<file path="config.mk">
export PLATFORM = sky130hd
export DESIGN_NAME = strongly_connected_components_core
export DESIGN_NICKNAME = d
export VERILOG_FILES = /design/src/scc_pkg.sv /design/src/scc_graph_mem.sv /design/src/strongly_connected_components_core.sv
export SDC_FILE = /design/constraint.sdc
export NUM_CORES = 2
export LEC_CHECK = 0
export ABC_AREA = 1
export BUFFER_PORTS_ARGS = -buffer_cell sky130_fd_sc_hd__buf_2
export CAP_MARGIN = 20
export CORE_MARGIN = 1
export CORE_UTILIZATION = 48
export DETAILED_ROUTE_END_ITERATION = 8
export PLACE_DENSITY = 0.62
export SETUP_SLACK_MARGIN = 0.2
export SKIP_CTS_REPAIR_TIMING = 1
export SLEW_MARGIN = 20
export SYNTH_ARGS = -nofsm -noshare
export SYNTH_HDL_FRONTEND = slang
export SYNTH_HIERARCHICAL = 1
export SYNTH_SLANG_ARGS = --single-unit
</file>
<file path="constraint.sdc">
create_clock -name clk -period 6.4 [get_ports clk]
set_input_delay 0 -clock clk [delete_from_list [all_inputs] [get_ports clk]]
set_output_delay 0 -clock clk [all_outputs]
set_load 0.01 [all_outputs]
</file>
<file path="src/scc_pkg.sv">
package scc_pkg;
  localparam int MAX_VERTS = 32;
  localparam int MAX_DEG   = 8;
  localparam int VW = 5;
  localparam int SW = 3;
  localparam int AW = VW + SW;

  typedef enum logic [3:0] {
    ST_IDLE,
    ST_CLR,
    ST_P1_SCAN,
    ST_TOP,
    ST_EDGE,
    ST_P2_POP,
    ST_P2_CHK,
    ST_EMIT,
    ST_DONE
  } state_t;

  typedef struct packed {
    logic         we;
    logic [AW-1:0] addr;
    logic [6:0]   wdata;
  } adj_wr_t;
endpackage

</file>
<file path="src/scc_graph_mem.sv">
module scc_graph_mem import scc_pkg::*; (
  input  logic          clk,
  input  adj_wr_t       wr,
  input  logic [3:0]    deg_wdata,
  input  logic [AW-1:0] raddr,
  output logic [6:0]    adj_rdata,
  output logic [3:0]    deg_rdata
);
  logic [6:0] adj_mem [MAX_VERTS*MAX_DEG];
  logic [3:0] deg_mem [MAX_VERTS];

  always_ff @(posedge clk) begin
    if (wr.we) begin
      adj_mem[wr.addr] <= wr.wdata;
      deg_mem[wr.addr[AW-1:SW]] <= deg_wdata;
    end
    adj_rdata <= adj_mem[raddr];
    deg_rdata <= deg_mem[raddr[AW-1:SW]];
  end
endmodule

</file>
<file path="src/strongly_connected_components_core.sv">
// Kosaraju strongly connected components engine.
// Input channel (in_valid/in_stall): req_type 0 loads one adjacency entry
// (vertex, slot, signed neighbor, degree) into the graph memory, one
// transaction per cycle; req_type 1 starts a run. During a run in_stall
// stays high and the next transaction is taken once the run is back in idle.
// A run clears the visited marks, walks incoming
// edges to build the finish order, clears again and walks outgoing edges
// from the popped vertices. Every vertex is reported on the output channel
// (out_valid/out_stall) with its component number, the final one carrying
// out_last_of_run; each result is held back until the next one is known.
// In each pass every adjacency slot visited takes a graph memory read,
// issued from the state before, followed by the edge step.
// Receiver stall holds the result register; the walk goes on and waits
// only in the emit and done states until the result register is free.
// Reset (rst_n low, synchronous) returns to idle, empties both stacks and
// sets vertex_count to 1; graph contents are kept undefined until loaded.
module strongly_connected_components_core import scc_pkg::*; (
  input  logic              clk,
  input  logic              rst_n,
  input  logic              cfg_we,
  input  logic [5:0]        cfg_wdata,
  input  logic              in_valid,
  output logic              in_stall,
  input  logic              in_req_type,
  input  logic [4:0]        in_vertex,
  input  logic [2:0]        in_slot,
  input  logic signed [6:0] in_neighbor,
  input  logic [3:0]        in_degree,
  output logic              out_valid,
  input  logic              out_stall,
  output logic [4:0]        out_vertex_id,
  output logic [5:0]        out_component,
  output logic              out_last_of_run
);
  state_t state_r, state_nxt;
  logic [5:0] vcount_r;
  logic [5:0] n;
  logic pass2_r;
  logic [VW:0] scan_r;
  logic [VW:0] wdepth_r;
  logic [VW:0] ftop_r;
  logic [5:0] comp_r;
  logic [VW-1:0] cur_u_r;
  logic [SW:0] cur_i_r;
  logic [VW-1:0] start_r;

  logic [VW-1:0] wv_mem [MAX_VERTS];
  logic [SW:0]   ws_mem [MAX_VERTS];
  logic [VW-1:0] fs_mem [MAX_VERTS];
  logic          vis_mem [MAX_VERTS];

  logic [VW-1:0] nb_w;
  logic [VW-1:0] top_v;
  logic [SW:0]   top_s;

  logic [6:0] adj_rdata;
  logic [3:0] deg_rdata;
  logic [3:0] deg_c;
  adj_wr_t wr;
  logic [AW-1:0] raddr;
  logic [3:0] deg_in;
  logic accept;

  logic ov_r, last_r;
  logic [4:0] ovid_r;
  logic [5:0] ocomp_r;
  logic have_pend_r;
  logic [4:0] pvid_r;
  logic [5:0] pcomp_r;

  assign n = (vcount_r > 6'(MAX_VERTS)) ? 6'(MAX_VERTS) : vcount_r;
  assign in_stall = (state_r != ST_IDLE);
  assign accept = in_valid && !in_stall;
  assign deg_in = (in_degree > 4'(MAX_DEG)) ? 4'(MAX_DEG) : in_degree;
  assign wr.we = accept && !in_req_type;
  assign wr.addr = {in_vertex, in_slot};
  assign wr.wdata = in_neighbor;
  assign top_v = wv_mem[5'(wdepth_r - 1'b1)];
  assign top_s = ws_mem[5'(wdepth_r - 1'b1)];
  assign deg_c = (deg_rdata > 4'(MAX_DEG)) ? 4'(MAX_DEG) : deg_rdata;

  // address the slot that the edge step of the next cycle works on
  always_comb begin
    case (state_r)
      ST_TOP:    raddr = {top_v, top_s[SW-1:0]};
      ST_P2_CHK: raddr = {start_r, {SW{1'b0}}};
      default:   raddr = {cur_u_r, cur_i_r[SW-1:0]};
    endcase
  end

  scc_graph_mem u_mem (
    .clk(clk), .wr(wr), .deg_wdata(deg_in), .raddr(raddr),
    .adj_rdata(adj_rdata), .deg_rdata(deg_rdata)
  );

  // neighbor decode in the chosen direction
  logic signed [6:0] nb_s;
  logic nb_ok;
  always_comb begin
    nb_s = pass2_r ? $signed(adj_rdata) : -$signed(adj_rdata);
    nb_ok = (nb_s > 0) && (nb_s <= $signed({1'b0, n}));
    nb_w = 5'(nb_s - 7'sd1);
  end

  // result register: a pending entry is emitted as last only once the run ends
  logic out_free;
  assign out_free = !ov_r || !out_stall;
  logic ov_load;
  assign ov_load = out_free && have_pend_r &&
                   (state_r == ST_EMIT || state_r == ST_DONE);

  logic edge_in_range;
  assign edge_in_range = (cur_i_r < {1'b0, deg_c});

  always_comb begin
    state_nxt = state_r;
    unique case (state_r)
      ST_IDLE:    if (accept && in_req_type) state_nxt = ST_CLR;
      ST_CLR: begin
        if (n == 0) state_nxt = ST_DONE;
        else if (scan_r + 1'b1 >= {1'b0, n})
          state_nxt = pass2_r ? ST_P2_POP : ST_P1_SCAN;
      end
      ST_P1_SCAN: state_nxt = (scan_r >= {1'b0, n}) ? ST_CLR : ST_P2_CHK;
      ST_P2_POP:  state_nxt = (ftop_r == 0) ? ST_DONE : ST_P2_CHK;
      ST_P2_CHK: begin
        if (vis_mem[start_r]) state_nxt = pass2_r ? ST_P2_POP : ST_P1_SCAN;
        else state_nxt = ST_EDGE;
      end
      ST_TOP: begin
        if (wdepth_r == 0) state_nxt = pass2_r ? ST_P2_POP : ST_P1_SCAN;
        else state_nxt = ST_EDGE;
      end
      ST_EDGE: begin
        if (!edge_in_range && pass2_r) state_nxt = ST_EMIT;
        else state_nxt = ST_TOP;
      end
      ST_EMIT:    if (out_free) state_nxt = ST_TOP;
      ST_DONE:    if (out_free) state_nxt = ST_IDLE;
      default:    state_nxt = ST_IDLE;
    endcase
  end

  // datapath sequencing; graph memory read issued one state ahead
  always_ff @(posedge clk) begin
    if (!rst_n) begin
      state_r <= ST_IDLE;
      vcount_r <= 6'd1;
      pass2_r <= 1'b0;
      scan_r <= '0;
      wdepth_r <= '0;
      ftop_r <= '0;
      comp_r <= '0;
      ov_r <= 1'b0;
      have_pend_r <= 1'b0;
      last_r <= 1'b0;
    end else begin
      state_r <= state_nxt;
      if (cfg_we) vcount_r <= cfg_wdata;
      if (ov_load) ov_r <= 1'b1;
      else if (!out_stall) ov_r <= 1'b0;
      unique case (state_r)
        ST_IDLE: begin
          if (accept && in_req_type) begin
            pass2_r <= 1'b0;
            scan_r <= '0;
            ftop_r <= '0;
            comp_r <= '0;
            have_pend_r <= 1'b0;
          end
        end
        ST_CLR: begin
          vis_mem[scan_r[VW-1:0]] <= 1'b0;
          if (state_nxt != ST_CLR) scan_r <= '0;
          else scan_r <= scan_r + 1'b1;
        end
        ST_P1_SCAN: begin
          if (scan_r >= {1'b0, n}) begin
            pass2_r <= 1'b1;
            scan_r <= '0;
          end else begin
            start_r <= scan_r[VW-1:0];
            scan_r <= scan_r + 1'b1;
          end
        end
        ST_P2_POP: begin
          if (ftop_r != 0) begin
            start_r <= fs_mem[5'(ftop_r - 1'b1)];
            ftop_r <= ftop_r - 1'b1;
          end
        end
        ST_P2_CHK: begin
          // visited test of the start vertex
          if (!vis_mem[start_r]) begin
            vis_mem[start_r] <= 1'b1;
            if (pass2_r) comp_r <= comp_r + 1'b1;
            wv_mem[0] <= start_r;
            ws_mem[0] <= '0;
            cur_u_r <= start_r;
            cur_i_r <= '0;
            wdepth_r <= 6'd1;
          end
        end
        ST_TOP: begin
          if (wdepth_r != 0) begin
            cur_u_r <= top_v;
            cur_i_r <= top_s;
          end
        end
        ST_EDGE: begin
          if (edge_in_range) begin
            ws_mem[5'(wdepth_r - 1'b1)] <= cur_i_r + 1'b1;
            if (nb_ok && !vis_mem[nb_w]) begin
              vis_mem[nb_w] <= 1'b1;
              wv_mem[wdepth_r[VW-1:0]] <= nb_w;
              ws_mem[wdepth_r[VW-1:0]] <= '0;
              wdepth_r <= wdepth_r + 1'b1;
            end
          end else begin
            wdepth_r <= wdepth_r - 1'b1;
            if (!pass2_r) begin
              fs_mem[ftop_r[VW-1:0]] <= cur_u_r;
              ftop_r <= ftop_r + 1'b1;
            end
          end
        end
        ST_EMIT: begin
          if (out_free) begin
            if (have_pend_r) begin
              ovid_r <= pvid_r;
              ocomp_r <= pcomp_r;
              last_r <= 1'b0;
            end
            have_pend_r <= 1'b1;
            pvid_r <= cur_u_r;
            pcomp_r <= comp_r;
          end
        end
        ST_DONE: begin
          if (out_free) begin
            if (have_pend_r) begin
              ovid_r <= pvid_r;
              ocomp_r <= pcomp_r;
              last_r <= 1'b1;
            end
            have_pend_r <= 1'b0;
            pass2_r <= 1'b0;
          end
        end
        default: ;
      endcase
    end
  end

  assign out_valid = ov_r;
  assign out_vertex_id = ovid_r;
  assign out_component = ocomp_r;
  assign out_last_of_run = last_r;
endmodule
</file>
==> metrics.cfg <==
[flow_run]
maxCapViolations = 0

[cts]
h-tree-depth = 4
cts_tree = done
cts.sinks = 2490
cts_root_buf = clkbuf_16
clk-insertion-delay-late_ps = 890
clk_pin_slew_ps = 60
cts_inserted_buffers = 240
cts_buffer_depth = 3

[finish]
syn_to_final_growth_pct = 11.0
fillers = 18300
regArea_um2 = 73000
drive_above_1_share_pct = 7.10
multi_input_area_um2 = 27400
final_nets = 9452
post-route-util_pct = 53.8
fin_cells = 12400

[pwr]
leakage_nw = 41.1
power.total_mw = 33.8
clockPowerShare_pct = 41.7
pwr-share-comb_pct = 5.4
p_sw_mw = 7.60
p_per_area_nw_per_um2 = 292
peakVddDrop_uv = 264
intPower_mw = 26.2
seq_power_share_pct = 52.9
p_sw_share_pct = 22.5

[grt]
grt_pass1_vias = 68400
grt_pass1_wl_um = 433000
grt_max_degree = 161
grtUsageTotal_pct = 26.2
overflow = 0
antenna_found_initial = 6

[critical_path]
r2r-end = u_mem/adj_rdata[1]
path_cells = inv_4 > ha_2 > inv_4 > buf_4 > nand2_1 > a21oi_1 > o311ai_0 > nand3_1 > nand2_1 > nand2_1 > o211ai_1 > buf_4 > inv_6 > buf_12 > nand3_1 > nand3_1 > nand2_1 > nand2_1 > nand3_1 > nand3_1 > nand2_1
cp.buffers_inverters = 6
crit_path_end_kind = flip-flop
crit_family = buffers and inverters
endpoint = u_mem/adj_rdata[1]
path_common_cell = nand2_1
critical_path_depth = 21
slowest_delay_ps = 700
startpoint_type = flip-flop
arrival_ps = 6390
worst-path-max-fanout = 51
rr_worst_depth = 21
slowest_stage = dfxtp_4
critPathKind = flip-flop to flip-flop
r2r_start = wdepth_r[0]
required_ps = 7030
critPathLaunch = wdepth_r[0]
rrSetupSlack_ps = 650

[logic_synthesis]
yosysMostFrequentCell = nand2_1
syn_area_um2 = 104000
yosysSeqAreaShare_pct = 69.9
synth_top_family_by_area = simple AND/OR/NAND/NOR gates
synth_flop_cell = edfxtp_1
synth_compound_area_share_pct = 4.37
synth_largest_area_cell = edfxtp_1
synth_common_cells = nand2_1, edfxtp_1, nand3_1
muxShareOfSynthArea_pct = 0.105
yosysWarnings = 6
synth-adder-area-share_pct = 0.431
synth_nets = 9500
async_reset_ff_share_pct = 0
syn_avg_cell_area_um2 = 11.1
synth_cells = 9433
synth_edf_count = 2308
synth.top_cell.area_share_pct = 66.4
ys_seq_elements = 2490
synth_area_leaders = edfxtp_1, nand3_1, nand2_1, dfxtp_1, nor2_1
synth_xor_area_share_pct = 0.141
synth-simple-area-share_pct = 21.1
ys_types = 58

[floorplan]
pin_count = 45
core_area_um2 = 215000
die_height_um = 468
initial_utilization_pct = 48.5
die_area_um2 = 219000
fp.dieW_um = 468
rows = 170

[placed_design]
place_inst = 11900
dp_hpwl_um = 173000
place.gp.congestion = 0.903
port_buffers = 44

[timing]
worst_pin_slew_ps = 1280
setup_viol = 0
timing.hold.ws_ps = -45.3
post-route-min-period_ps = 5750
slew_headroom_pct = 14.0
rsz0062_at_grt = false
final_hold_viol_count = 1
period_share_pct = 89.9
skew_ps = 33.5
tns_ps = 0
max_freq_mhz = 174
final-max-slew-violation-count = 0

[detailed_routing]
ant_nets = 0
drt-initial-drc-count = 8934
drt-total-wl_um = 294000
drt_first_pass_iters = 6
wl_per_cell_um = 23.6
drc = 0
via_count = 72400
vias_per_cell = 5.82

[run_status]
outcome = finished with violations
violations = negative hold slack

[hold_path]
min_path_type = input pin to flip-flop

## flip-flops by register name, summed over array words and instances (netlist names), 5 cells and up, named ones only
register and cells:
vcount_r 6, ftop_r 6, fs_mem 160, out_vertex_id 5, comp_r 6, u_mem/deg_mem 128
start_r 5, scan_r 6, u_mem/adj_rdata 7, wv_mem 160, out_component 6, pcomp_r 6
u_mem/adj_mem 1792, ws_mem 128, wdepth_r 6, cur_u_r 5, vis_mem 32, pvid_r 5
## worst min-delay path by stage
stage | startpoint | to | depth (start not counted)
after floorplan | in_neighbor[0] | u_mem/adj_mem[0][0] | 0
after global placement | cfg_wdata[4] | vcount_r[4] | 3
after detailed placement | cfg_wdata[2] | vcount_r[2] | 3
after CTS | cfg_wdata[1] | vcount_r[1] | 3
after global routing | in_slot[2] | u_mem/adj_mem[216][2] | 6
final | in_valid | comp_r[1] | 7
## layout by cell type, fill, tap and decap left out, types with 29 or more instances in the layout
cell type,n
nand2_1,2474
edfxtp_1,2308
nand3_1,1892
nor2_1,721
o21ai_0,345
inv_1,298
a21oi_1,271
clkbuf_16,243
dfxtp_1,180
buf_4,158
clkinv_1,62
clkinv_2,53
clkbuf_1,50
buf_12,46
dlygate4sd3_1,43
o221ai_1,41
buf_2,37
ha_1,34
o211ai_1,30
o32ai_1,29
## cell families (layout without fill, tap and decap cells)
logic type	Yosys count	after routing
and+or+nand+nor	5171	5171
AOI/OAI and AO/OA	801	801
other	0	5
DFF	2490	2490
xor gates and xnor gates	16	16
muxes	11	11
adders and majority gates	36	36
buffers and inverters	908	1074
## power groups by stage
| stage | sequential, mW | combinational [mW] | clock, mW |
|---|---|---|---|
| finish | 17.9 | 1.83 | 14.1 |
| floorplan | 18.2 | 1.04 | 0 |
| CTS | 17.9 | 1.78 | 14.3 |
| detailed placement | 18.2 | 1.78 | 0 |
| global route | 17.9 | 1.99 | 14.9 |
| global placement | 18.2 | 1.76 | 0 |
## per-layer routing
layer	track usage [%]	wire length [µm]	up-vias	part of all wire [%]
met5	0	9	-	0.0031
met4	9.90	11700	2	4.0
met3	4.36	25800	548	8.8
met2	41.5	136000	3375	46
met1	36.2	120000	35400	41
li1	-	-	33100	-
## cell type report
| cell class | count | area share, % |
|---|---|---|
| sequential | 2490 | 63.0 |
| multi-input combinational | 6035 | 23.7 |
| clock buffer | 294 | 5.42 |
| tap | 2838 | 3.06 |
| timing repair buffer | 292 | 2.45 |
| clock inverter | 162 | 1.32 |
| inverter | 324 | 1.09 |
| timing repair inverter | 2 | 0.0194 |
| antenna | 5 | 0.0108 |
## worst min-delay path: stages
cell     delay, ps
buf_2          100
inv_1           80
nor3b_1        110
o21ai_0        210
inv_1           60
a21oi_1        140
nor3_1          60
## metrics by stage
step	instance area (µm²)	worst slack [ps]	hold slack [ps]
after floorplan	104000	1960	98.9
after global placement	108000	428	232
after detailed placement	108000	406	247
after CTS	115000	393	-669
after global routing	116000	335	14.4
final	116000	645	-45.3
Power figures use the tool's default switching activity.
